===== config.mk =====
export PLATFORM = sky130hd
export DESIGN_NAME = p4s_delay
export DESIGN_NICKNAME = d
export VERILOG_FILES = /design/src/rtl/core/p4s_delay.sv
export SDC_FILE = /design/constraint.sdc
export NUM_CORES = 1
export LEC_CHECK = 0
export BUFFER_PORTS_ARGS = -buffer_cell sky130_fd_sc_hd__buf_4
export CORE_MARGIN = 5
export CORE_UTILIZATION = 42
export CTS_BUF_LIST = sky130_fd_sc_hd__clkbuf_4 sky130_fd_sc_hd__clkbuf_8
export CTS_CLUSTER_SIZE = 25
export DETAILED_ROUTE_END_ITERATION = 8
export PLACE_DENSITY = 0.81
export RECOVER_POWER = 25
export REMOVE_ABC_BUFFERS = 1
export SLEW_MARGIN = 10
export SYNTH_ARGS = -nofsm -noshare
export SYNTH_HDL_FRONTEND = slang
export SYNTH_SLANG_ARGS = --single-unit
export TNS_END_PERCENT = 1

===== constraint.sdc =====
create_clock -name clk -period 0.8 [get_ports clk]
set_input_delay 0.04 -clock clk [delete_from_list [all_inputs] [get_ports clk]]
set_output_delay 0.04 -clock clk [all_outputs]
set_load 0.02 [all_outputs]

===== src/rtl/core/p4s_delay.sv =====
// Enabled shift line that aligns a word with a later pipeline stage.
module p4s_delay #(
	parameter int WIDTH = 64,
	parameter int DEPTH = 1
) (
	input  logic             clk,
	input  logic             en,
	input  logic [WIDTH-1:0] d,
	output logic [WIDTH-1:0] q
);

	logic [DEPTH-1:0][WIDTH-1:0] tap_q;

	always_ff @(posedge clk) begin
		if (en) begin
			tap_q[0] <= d;
			for (int i = 1; i < DEPTH; i++) begin
				tap_q[i] <= tap_q[i-1];
			end
		end
	end

	assign q = tap_q[DEPTH-1];

endmodule


[Word-level counts from Yosys, hierarchy flattened]
Cells that the tools add are included.
Storage, ports and cells
  flip-flop bits (word level): 64
  input bits: 66
  output and inout bits: 64
  word-level logic and storage cells: 1

[Longest topological paths before layout]
  depth after elaboration: 0
  mapped depth: 0
  gate-level depth less buffers: 0

[Worst setup path after synthesis]
Ideal clock, no wire load.
  path type: flip-flop to output port
  start point: reg tap_q, in the netlist q[0]
  end point: out q[0]
  arrival time: 449 ps
  data required time: 760 ps
  path slack: 311 ps
  cell stages (with the launch flop): 1
  path buffers: 0
  path through: edfxtp_1
RTL lines
  from (decl): line 12  | logic [DEPTH-1:0][WIDTH-1:0] tap_q;
  from (signal, indexed assignment): line 18  | tap_q[i] <= tap_q[i-1];
  to (decl): line 9  | output logic [WIDTH-1:0] q
No word-level cell between the ends.

[Final worst setup path]
  start point: reg tap_q, in the netlist q[38]
  end point: out q[38]
No word-level cell between the ends.

==> results.py <==
metrics = {
    "run_status": {
        "status": "finished, violations left",
        "violations": "negative setup slack",
    },
    "clock_tree": {
        "clock-sinks": 64,
        "numCtsBuffers": 9,
        "cts_root_buf": "clkbuf_8",
        "cts_tree": "done",
        "clkTransAtPathRegs_ns": 0.07,
        "htree_levels": 3,
        "cts_buffer_depth": 2,
    },
    "finish": {
        "drive_gt1_share_pct": 52.9,
        "largest_register_ffs": 64,
        "area_delta_synth_final_pct": 110,
        "finalNonFillerCells": 328,
        "nets": 337,
        "fill_cells": 139,
        "n_antenna_cell": 0,
        "multi_input_area_um2": 0,
        "multi_input_comb_cells": 0,
        "utilization_pct": 92.2,
    },
    "drt": {
        "drt_iter0_drc": 56,
        "via_count": 1521,
        "routed_wl_um": 7310,
        "drt-wirelength-per-cell_um": 22.3,
        "detail_route.vias_per_cell": 4.64,
        "dr.pass1.iters": 6,
        "drc": 0,
        "ant_nets": 0,
    },
    "job": {
        "drv_cap": 0,
    },
    "power": {
        "p_leak_nw": 1.70,
        "power_density_nw_per_um2": 2090,
        "irDropWorstVdd_uv": 1480,
    },
    "die": {
        "core.rowCount": 24,
        "die_width_um": 77.6,
        "core_um2": 4380,
        "dieArea_um2": 6030,
        "io_pins": 130,
        "dieHeight_um": 77.6,
        "initial_utilization_pct": 43.8,
    },
    "worst_setup_path": {
        "crit_cells": 1,
        "crit_family": "flip-flops",
        "max_stage_delay_ns": 0.43,
        "crit_required_ns": 0.76,
        "crit_path_top_delay_cell": "edfxtp_1",
        "worstPathCellList": "buf_6",
        "end_kind": "output pin",
        "critPathMaxFanout": 1,
        "worstPathArrival_ns": 0.93,
        "startpoint_type": "flip-flop",
        "critical_path.startpoint": "q[38]",
        "setup.worst_path.class": "flip-flop to output pin",
        "worst-path-buf-inv": 1,
        "cp-endpoint": "q[38]",
    },
    "placement": {
        "gp_congestion": 0.673,
        "dp_cells": 248,
        "port_buffers": 129,
    },
    "sta": {
        "setup_viol": 64,
        "final.period_utilization_pct": 121,
        "fmax_mhz": 1030,
        "maxSlewHeadroom_pct": 60.6,
        "rsz0062_at_grt": "true",
        "fin_ws_ns": -0.168,
        "final_max_slew_viol_count": 0,
        "setup_tns_ns": -7.62,
        "hold_viol": 0,
        "worst_slew_pin_slew_ns": 0.591,
        "layout_min_cycle_time_ns": 0.968,
    },
    "logic_synthesis": {
        "synth_area_um2": 1920,
        "avgSynthCellArea_um2": 30.0,
        "synth-compound-area-share_pct": 0,
        "postSynthCellCount": 64,
        "synthSimpleGateAreaFrac_pct": 0,
        "yosysWarnings": 0,
        "synth-xor-area-share_pct": 0,
        "ys_seq_elements": 64,
        "yosys-mux-area-fraction_pct": 0,
        "synth_sequential_area_ratio_pct": 100,
        "synth.distinct_cells": 1,
        "synth-adder-area-share_pct": 0,
    },
    "grt": {
        "grt_pass1_wl_um": 11000,
        "antenna_found_initial": 0,
        "grt_max_degree": 30,
        "overflow": 0,
        "grt_use_total_pct": 25.8,
        "grt_pass1_vias": 1760,
    },
    "hold_path": {
        "min_path_type": "input pin to flip-flop",
        "min_path_cells": 2,
    },
}
[layout by cell type, fill, tap and decap left out]
master,netlist,routed
buf_6,0,64
edfxtp_1,64,64
dlygate4sd3_1,0,64
clkbuf_4,0,4
bufinv_16,0,1
clkbuf_8,0,9
clkinv_2,0,3
buf_4,0,64
clkbuf_1,0,2
buf_2,0,1
[worst min path at each step]
stage | start | to
4_1_cts | en | q[46]
5_1_grt | en | q[48]
6_report | en | q[7]
3_3_place_gp | d[41] | q[41]
2_1_floorplan | d[0] | q[0]
3_5_place_dp | d[11] | q[11]
[final cells by class]
cell class	count	area, um^2	area share (%)
Sequential cell	64	1920	47.6
Clock inverter	4	45.0	1.11
Tap cell	52	65.1	1.61
Clock buffer	12	146	3.62
Timing Repair Buffer	196	1860	46.1
[cells by family (layout without fill, tap and decap cells)]
family / after synthesis / count (layout)
buffers and inverters: 0 / 212
flip-flops: 64 / 64
[routing by layer]
| layer | vias to the layer above | global-route usage (%) | routed length, um |
|---|---|---|---|
| met5 | - | 0 | 0 |
| met4 | 0 | 7.04 | 97 |
| met3 | 9 | 11.9 | 666 |
| met2 | 85 | 48.7 | 4210 |
| met1 | 754 | 24.8 | 2340 |
| li1 | 673 | - | - |
[cell usage after synthesis]
| master | number | share of area (%) |
|---|---|---|
| edfxtp_1 | 64 | 100 |
[what timing repair did]
action                                  in CTS  in global routing
resized for setup                           62                  2
hold endpoints to repair                    64                  0
pin swaps                                    0                  0
endpoints found under the setup margin      64                 64
hold buffers                                64                  0
setup buffers                                0                  0
[stage by stage]
stage	hold WS [ns]	setup slack (ns)	instance area, um^2	total power, mW
floorplan	0.139	0.311	1920	4.48
global placement	0.218	0.141	3000	5.18
detailed placement	0.219	0.125	3000	5.22
CTS	0.119	-0.139	4070	8.31
global route	0.277	-0.201	4040	8.72
finish	0.268	-0.168	4040	8.43
[report_power, final]
part	leakage, nW	internal, mW	switching, mW	total [mW]
sequential	0.626	3.99	0.144	4.14
combinational	0.973	0.861	0.647	1.51
clock	0.104	1.53	1.25	2.78
total	1.70	6.39	2.04	8.43
Note: power is estimated with default switching activity, not from simulation.
