==> config.mk <==
export PLATFORM = sky130hd
export DESIGN_NAME = p4s_cfg
export DESIGN_NICKNAME = d
export VERILOG_FILES = /design/src/rtl/core/p4s_pkg.sv /design/src/rtl/core/p4s_cfg.sv
export SDC_FILE = /design/constraint.sdc
export NUM_CORES = 1
export LEC_CHECK = 0
export BUFFER_PORTS_ARGS = -buffer_cell sky130_fd_sc_hd__buf_2
export CAP_MARGIN = 20
export CORE_AREA = 2 2 99 101
export DETAILED_ROUTE_END_ITERATION = 12
export DIE_AREA = 0 0 101 103
export HOLD_SLACK_MARGIN = 0.12
export PLACE_DENSITY = 0.66
export SYNTH_ARGS = -nofsm -noshare
export SYNTH_HDL_FRONTEND = slang
export SYNTH_SLANG_ARGS = --single-unit
==> constraint.sdc <==
create_clock -name clk -period 1 [get_ports clk]
set_input_delay 0.1 -clock clk [delete_from_list [all_inputs] [get_ports clk]]
set_output_delay 0.1 -clock clk [all_outputs]
set_load 0.005 [all_outputs]
==> src/rtl/core/p4s_pkg.sv <==
// Shared types, register codes and saturating arithmetic for the phi^4 site block.
package p4s_pkg;

	localparam int FRAC_BITS_DEF = 24;

	typedef logic signed [63:0] wide_t;
	typedef logic [1:0] reg_idx_t;

	localparam reg_idx_t REG_COEF_A     = 2'd0;
	localparam reg_idx_t REG_COEF_B     = 2'd1;
	localparam reg_idx_t REG_COEF_KAPPA = 2'd2;

	localparam logic signed [31:0] COEF_A_RST     = -32'sd52429;
	localparam logic signed [31:0] COEF_B_RST     = 32'sd52429;
	localparam logic signed [31:0] COEF_KAPPA_RST = 32'sd33554;

	localparam wide_t SAT_MAX = 64'sh7FFF_FFFF_FFFF_FFFF;
	localparam logic signed [64:0] SUM_MAX = 65'sh0_7FFF_FFFF_FFFF_FFFF;

	typedef struct packed {
		logic signed [31:0] phi;
		logic signed [31:0] grad_x;
		logic signed [31:0] grad_y;
		logic signed [31:0] grad_z;
		logic signed [31:0] laplacian;
	} site_t;

	typedef struct packed {
		logic signed [31:0] energy_density;
		logic signed [31:0] chem_potential;
		logic signed [31:0] pressure;
		logic signed [31:0] stress_xx;
		logic signed [31:0] stress_xy;
		logic signed [31:0] stress_xz;
		logic signed [31:0] stress_yy;
		logic signed [31:0] stress_yz;
		logic signed [31:0] stress_zz;
	} res_t;

	typedef struct packed {
		logic signed [31:0] a;
		logic signed [31:0] b;
		logic signed [31:0] kappa;
	} coef_t;

	function automatic wide_t sx64(input logic signed [31:0] v);
		return {{32{v[31]}}, v};
	endfunction

	// add, clamped to the symmetric range +-(2^63-1)
	function automatic wide_t sat_add(input wide_t a, input wide_t b);
		logic signed [64:0] s;
		s = {a[63], a} + {b[63], b};
		if (s > SUM_MAX)
			return SAT_MAX;
		else if (s < -SUM_MAX)
			return -SAT_MAX;
		else
			return s[63:0];
	endfunction

	function automatic wide_t sat_sub(input wide_t a, input wide_t b);
		return sat_add(a, -b);
	endfunction

	function automatic logic signed [31:0] clamp32(input wide_t v);
		if (v > 64'sd2147483647)
			return 32'sh7FFF_FFFF;
		else if (v < -64'sd2147483648)
			return 32'sh8000_0000;
		else
			return v[31:0];
	endfunction

	// 0.5*v, rounded half away from zero on the magnitude
	function automatic wide_t scale_half(input wide_t v);
		logic [63:0] mag;
		logic [64:0] t;
		wide_t r;
		mag = v[63] ? -v : v;
		t = {1'b0, mag} + 65'd1;
		r = t[64:1];
		return v[63] ? -r : r;
	endfunction

	// 0.25*v, rounded half away from zero on the magnitude
	function automatic wide_t scale_quarter(input wide_t v);
		logic [63:0] mag;
		logic [64:0] t;
		wide_t r;
		mag = v[63] ? -v : v;
		t = {1'b0, mag} + 65'd2;
		r = {1'b0, t[64:2]};
		return v[63] ? -r : r;
	endfunction

	// 0.75*v, rounded half away from zero on the magnitude
	function automatic wide_t scale_three_q(input wide_t v);
		logic [63:0] mag;
		logic [65:0] t;
		wide_t r;
		mag = v[63] ? -v : v;
		t = {2'b00, mag} + {1'b0, mag, 1'b0} + 66'd2;
		r = t[65:2];
		return v[63] ? -r : r;
	endfunction

endpackage

==> src/rtl/core/p4s_cfg.sv <==
// Coefficient registers A, B and kappa with their write decode.
module p4s_cfg (
	input  logic              clk,
	input  logic              arst_n,
	input  logic              wr_en,
	input  p4s_pkg::reg_idx_t wr_index,
	input  logic [31:0]       wr_data,
	output p4s_pkg::coef_t    coef
);
	import p4s_pkg::*;

	coef_t coef_q;

	always_ff @(posedge clk or negedge arst_n) begin
		if (!arst_n) begin
			coef_q.a     <= COEF_A_RST;
			coef_q.b     <= COEF_B_RST;
			coef_q.kappa <= COEF_KAPPA_RST;
		end else if (wr_en) begin
			case (wr_index)
				REG_COEF_A:     coef_q.a     <= wr_data;
				REG_COEF_B:     coef_q.b     <= wr_data;
				REG_COEF_KAPPA: coef_q.kappa <= wr_data;
				default: ;
			endcase
		end
	end

	assign coef = coef_q;

endmodule

==> After elaboration in Yosys (flattened, before gate mapping) <==
Index checks and enable logic that the tools add are counted.
{ "totals": {"register_bits": 96, "input_bits": 37, "wordCells": 9, "output_inout_bits": 96} }
{ "classes": {"eq_ne": 2, "n_reduce_logical": 4} }
{ "op_table": {"columns": ["op", "count"], "rows": [
  ["$reduce_and A2 Y1", 3],
  ["$eq A2 B1 Y1 const B", 1],
  ["$eq A2 B2 Y1 const B", 1],
  ["$logic_not A2 Y1", 1]
]} }

==> Depth between registers and ports, before layout <==
Gate-level depths: netlist (run 1).
{ "logic_depth": {"word_depth": 2, "depth_mapped": 3, "mapped_depth_nobuf": 2} }

==> Worst setup path before layout (run 1) <==
No wires, ideal clock.
{ "synth_path": {"path_type": "input-to-reg", "from": "in wr_index[1]", "to": "reg coef_q (netlist bit coef[66])", "setup_slack_ps": -25, "setup_time_ps": 125, "path_buffers": 1, "path_stages": 3, "arrival_ps": 900, "cell_sequence": "nor3b_4 -> buf_6 -> mux2_2"} }
{ "synth_between": {"elab_chain_cells": 2} }
{ "synth_rtl": {"columns": ["item", "line_no", "rtl"], "rows": [
  ["start, declared", "p4s_cfg.sv:6", "input p4s_pkg::reg_idx_t wr_index,"],
  ["$logic_not A2 Y1", "p4s_cfg.sv:20", "case (wr_index)"],
  ["$reduce_and A2 Y1 (no source line)", null, null],
  ["end, declared", "p4s_cfg.sv:12", "coef_t coef_q;"]
]} }
No other way between the ends.
A chain may end at the register's enable or synchronous reset.

==> Worst setup path in the final report (run 1) <==
{ "layout_path": {"from": "reg coef_q (netlist bit coef[8])", "to": "out coef[8] in the netlist's numbering"} }
{ "layout_lines": {"columns": ["item", "line_no", "rtl"], "rows": [
  ["end, declared", "p4s_cfg.sv:8", "output p4s_pkg::coef_t coef"]
]} }
No word-level cell between the ends.

==> results.md, run 1 <==
* Status: complete, but fails checks
* Violated checks: negative setup slack
* Maximum VDD drop at 0.822 mV
* Leading area contributor after synthesis: dfrtp_1
* Worst min path class: in -> async
* Vias per std cell at between 4 and 5
* Root Buffer: clkbuf_8
* Global route overflow at 0
* CP cell instances: buf_6
* Final Cell Area at ~5300 µm²
* Async S/R FF share, synth at 1.00
* Diode count at 0
* Fillers at about 790
* Pre-CTS setup slack at -0.219 ns
* Final Max Tran Viols at 0
* Setup TNS at -3.42 ns
* IO Pins at 133
* Synthesis-to-layout area growth at 44.2%
* Fin nets at 423
* Post-synth top area share at 0.395
* Reg area at between 2000 and 2500 µm²
* Post-Syn Nets at 241
* Largest net degree at the start of global routing at 33
* Num CTS Buffers at 9
* First-pass GRT wire length at 12.1 mm
* Final ANT Viol Nets at 0
* DP Area at 4550 µm²
* Pwr per Cell Area at 1890 nW/µm²
* Sw Share at 0.254
* Largest register FFs at 96
* Fin crit period at about 1.1 ns
* Internal power at 7.48 mW
* Worst reg2reg setup slack at ~0.1 ns
* Die W at 101 µm
* Synth top cells by count: mux2_2, dfrtp_1, dfstp_2
* Switch Pwr at 2.55 mW
* Critical path endpoint category: output port
* Drt pass-1 iters at 4
* CTS clock-pin slew for the worst setup and hold paths at 0.09 ns
* Most frequent cell after synthesis: mux2_2
* Mapped Avg Cell Area at 18.0 µm²
* Min Hold Slack at roughly 0.19 ns
* CP Buf/Inv Count at 1
* CP max FO at 2
* EDFF count, synth at 0
* Clock buffer depth at 2
* Routed length per instance at approximately 16 µm
* DR DRC count at 0
* Placed cells at 450
* Clk pwr share at 0.242
* Final setup violation count at 38
* Worst slew margin at 0.758
* Arrival time at the worst endpoint at 1.01 ns
* Die Y at between 100 and 150 µm
* Critical path type: reg -> out
* CTS tree: done
* Initial antenna violation count at 0
* Register area share after synthesis at 0.667
* Area of the multi-input gates at between 1000 and 1500 µm²
* DR vias at 2384
* Setup Skew at 0 ns
* RSZ-0062 raised after global routing: true
* Worst-Margin Slew at between 0.3 and 0.4 ns
* Num rows at 36
* Critical Path Source Type: flip-flop
* Synth Instances at 204
* CORE AREA at 9460 µm²
* MaxCap Viol Count at 0
* Yosys warning count at 0
* Non-filler cells, final at just over 500
* Main area contributors after synthesis: dfrtp_1, mux2_2, dfstp_2
* Final worst path period share at 1.11
* Number of global-route vias before repair at 2386
* Min setup slack post-route at -0.112 ns
* Cell family with most CP delay: flip-flops
* H-tree depth at 3
* Req. time, crit path at 0.90 ns
* Fmax at 899 MHz
* Ratio of cells with drive above 1 in the final layout at 0.762
* Slowest cell delay on critical path at 0.56 ns
* IO buf count at 132
* Slowest-stage cell, CP: dfstp_2
* Starting density of the core at 0.388
* GR Util All Layers at 0.153
* Clk_lat worst skew at 0.35 ns
* Power share of the combinational group at 0.236
* Hold Vio Cnt, Final at 0
* Routed WL at 8.15 mm
* Lkg Pwr at 2.43 nW
* Ys flop type: dfrtp_1
* GP Congestion at 0.714
* Register share of total power at 0.521
* Distinct cells, synth at 9
* Seq cells post-synth at 96
* Mapped Area at 3670 µm²
* Iter 0 DRT Violations at 33
* CTS sink count at 96
* Post-DP HPWL at 5.46 mm
* Die area at between 10000 and 15000 µm²
cell type report:
| type | count | area share |
|---|---|---|
| flip-flops and latches | 96 | 0.462 |
| clock buffers | 12 | 0.0312 |
| multi-input cells | 99 | 0.213 |
| repair buffers | 180 | 0.262 |
| well taps | 114 | 0.0269 |
| clock inverters | 4 | 0.00519 |
power groups by stage:
| stage | sequential (mW) | combinational [mW] | clock, mW |
|---|---|---|---|
| 2_1_floorplan | 5.30 | 0.768 | 0 |
| 3_3_place_gp | 5.21 | 1.93 | 0 |
| 3_5_place_dp | 5.25 | 1.99 | 0 |
| 4_1_cts | 5.21 | 2.24 | 2.50 |
| 5_1_grt | 5.33 | 2.57 | 2.66 |
| 6_report | 5.23 | 2.37 | 2.43 |
routing by layer:
metal,global-route usage,part of all wire
met4,0.0603,0.018
met5,0,0
met1,0.188,0.42
met3,0.0508,0.055
met2,0.252,0.51
cell usage in the layout (no fill, tap or decap), drive strengths merged:
cell type,count
buf,147
mux2,96
dfrtp,58
dfstp,38
dlygate4sd3,33
clkbuf,12
clkinvlp,3
nand3b,2
nor3b,1
clkinv,1
timing repair:
action	4_1_cts	5_1_grt
hold endpoints to repair	162	0
endpoints found under the setup margin	45	84
resized for setup	14	15
setup buffers	2	4
hold buffers	33	0
worst paths after layout:
path	startpoint	end	cells after the start
setup / recovery	coef[8]	coef[8]	1
hold / removal	arst_n	coef[37]	2
setup reg to reg	coef[79]	coef[79]	2
hold reg to reg	coef[26]	coef[26]	1
max in group asynchronous	arst_n	coef[93]	3
min in group clk	wr_index[1]	coef[94]	4
logic make-up (layout without fill, tap and decap cells):
group                  Yosys count  in the layout  share of synthesized area
buffers and inverters            9            196                     0.0276
DFF                             96             96                      0.667
muxes                           96             96                      0.294
and+or+nand+nor                  3              3                     0.0112
through the flow:
step | utilization | power (mW)
4_1_cts | 0.547 | 9.94
6_report | 0.560 | 10.0
3_5_place_dp | 0.481 | 7.24
5_1_grt | 0.560 | 10.6
2_1_floorplan | - | 6.07
3_3_place_gp | 0.481 | 7.14
No activity file was read; power rests on OpenSTA's default activity.
==> inputs of run 2 (changes only) <==
==> constraint.sdc (replaced) <==
create_clock -name clk -period 1 [get_ports clk]
set_input_delay 0.2 -clock clk [delete_from_list [all_inputs] [get_ports clk]]
set_output_delay 0.2 -clock clk [all_outputs]
set_load 0.005 [all_outputs]
==> results.md, run 2 (synthesized netlist as in run 1, its figures left out) <==
* Status: complete, but fails checks
* Largest register FFs at 96 (unchanged)
* Critical path launch point: coef[8]
* Pwr per Cell Area at 1930 nW/µm² (+1.7%)
* Worst slew margin at 0.846 (+0.0877)
* R2r startpoint: coef[36]
* Root Buffer: clkbuf_8
* Iter 0 DRT Violations at 39 (+18%)
* IO buf count at 132 (unchanged)
* Die Y at 103 µm (unchanged)
* Slowest-stage cell, CP: dfstp_2
* Die area at 10400 µm² (unchanged)
* Final worst path period share at 1.21 (+0.0974)
* Vias per std cell at 4.69 (-0.57%)
* DR vias at 2422 (+1.6%)
* Worst min path class: in -> async
* Post-DP HPWL at 5.51 mm (+0.80%)
* Synthesis-to-layout area growth at 50.9%
* CTS clock-pin slew for the worst setup and hold paths at 0.09 ns (about the same)
* IO Pins at 133 (unchanged)
* Final ANT Viol Nets at 0 (unchanged)
* Critical Path Source Type: flip-flop
* Clk_lat worst skew at 0.36 ns (about the same)
* Arrival time at the worst endpoint at 1.01 ns (about the same)
* Setup Skew at 0 ns (unchanged)
* Fin crit period at 1.21 ns (+0.0974 ns)
* Fin nets at 434 (+2.6%)
* Largest net degree at the start of global routing at 44 (+33%)
* DP Area at 4660 µm² (+2.3%)
* Lkg Pwr at 2.60 nW (+6.8%)
* First-pass GRT wire length at 12.9 mm (+6.8%)
* Die W at 101 µm (unchanged)
* Ratio of cells with drive above 1 in the final layout at 0.764 (+0.00153)
* Final Max Tran Viols at 0 (unchanged)
* Violated checks: negative setup slack
* Number of global-route vias before repair at 2521 (+5.7%)
* Critical path endpoint category: output port
* Starting density of the core at 0.388 (unchanged)
* Final Cell Area at 5540 µm² (+4.6%)
* Req. time, crit path at 0.80 ns (-0.10 ns)
* Routed WL at 8.27 mm (+1.5%)
* Final setup violation count at 98 (+160%)
* CORE AREA at 9460 µm² (unchanged)
* RSZ-0062 raised after global routing: true
* GP Congestion at 0.713 (-0.18%)
* Min setup slack post-route at -0.209 ns (-0.0974 ns)
* CP Buf/Inv Count at 1 (unchanged)
* Num CTS Buffers at 9 (unchanged)
* Fmax at 827 MHz (-8.1%)
* Initial antenna violation count at 0 (unchanged)
* Critical path type: reg -> out
* Hold Vio Cnt, Final at 0 (unchanged)
* CP max FO at 2 (unchanged)
* DR DRC count at 0 (unchanged)
* CTS sink count at 96 (unchanged)
* Worst-Margin Slew at 0.231 ns (-0.132 ns)
* Slowest cell delay on critical path at 0.56 ns (about the same)
* Design Power at 10.7 mW (+6.3%)
* H-tree depth at 3 (unchanged)
* Routed length per instance at 16.0 µm (-0.67%)
* Drt pass-1 iters at 4 (unchanged)
* Most frequent cells in the layout: buf_2, mux2_2, dfrtp_1
* CP cell instances: buf_6
* Maximum VDD drop at 0.862 mV (+4.9%)
* Commonest non-fill, non-tap cell in the layout: buf_2
* Clock buffer depth at 2 (unchanged)
* MaxCap Viol Count at 0 (unchanged)
* GR Util All Layers at 0.164 (+0.0114)
* Cell family with most CP delay: flip-flops
* Global route overflow at 0 (unchanged)
* Diode count at 0 (unchanged)
* Num rows at 36 (unchanged)
* CTS tree: done
[run 2: changes by cell type in the layout (fill, tap and decap cells not counted), moves of 3 or more]
cell and delta:
clkinvlp_4 -3, buf_4 +8, mux2_4 +14, buf_2 -5, mux2_2 -14, buf_6 +6
[run 2: metal layers]
layer,routed length (µm),up-vias,part of all wire,global-route usage
met2,4200,73,0.51,0.266
met4,161,0,0.019,0.0811
met3,413,12,0.050,0.0407
met5,0,-,0,0
met1,3500,1228,0.42,0.207
li1,-,1109,-,-
[run 2: cell type report]
class,count,area (µm²)
fillers,733,3920
flip-flops and latches,96,2450
repair buffers,191,1530
multi-input cells,99,1200
clock buffers,13,159
well taps,114,143
clock inverters,3,65.1
[run 2: stage by stage]
stage / hold slack (ns) / std cells / utilization / setup TNS, ns / setup slack [ns]
after detailed placement: 0.0742 / 452 / 0.492 / -20.56 / -0.280
after floorplan: -0.0956 / 204 / - / -2.88 / -0.110
final: 0.226 / 516 / 0.586 / -11.34 / -0.209
after global placement: 0.0645 / 452 / 0.492 / -19.07 / -0.254
after global routing: 0.238 / 516 / 0.586 / -16.02 / -0.254
after CTS: 0.204 / 510 / 0.574 / -14.00 / -0.238
[run 2: worst paths after layout]
check,end,slack (ns),cells past startpoint
max,coef[8],-0.21,1
min,coef[10],0.23,2
max reg2reg,coef[36],-0.02,3
min reg2reg,coef[58],0.50,1
max in group asynchronous,coef[82],0.21,3
min in group clk,coef[28],0.32,3
[run 2: what timing repair did]
item | 4_1_cts | 5_1_grt
setup endpoints to repair | 96 | 96
hold buffers | 33 | 0
resized for setup | 25 | 11
buffers inserted | 9 | 6
hold endpoints to repair | 161 | 0
[run 2: power by group]
group | switching, mW | total [mW] | internal (mW)
Combinational | 0.865 | 2.62 | 1.75
Clock | 1.27 | 2.81 | 1.54
Sequential | 0.411 | 5.24 | 4.83
Total | 2.55 | 10.7 | 8.13
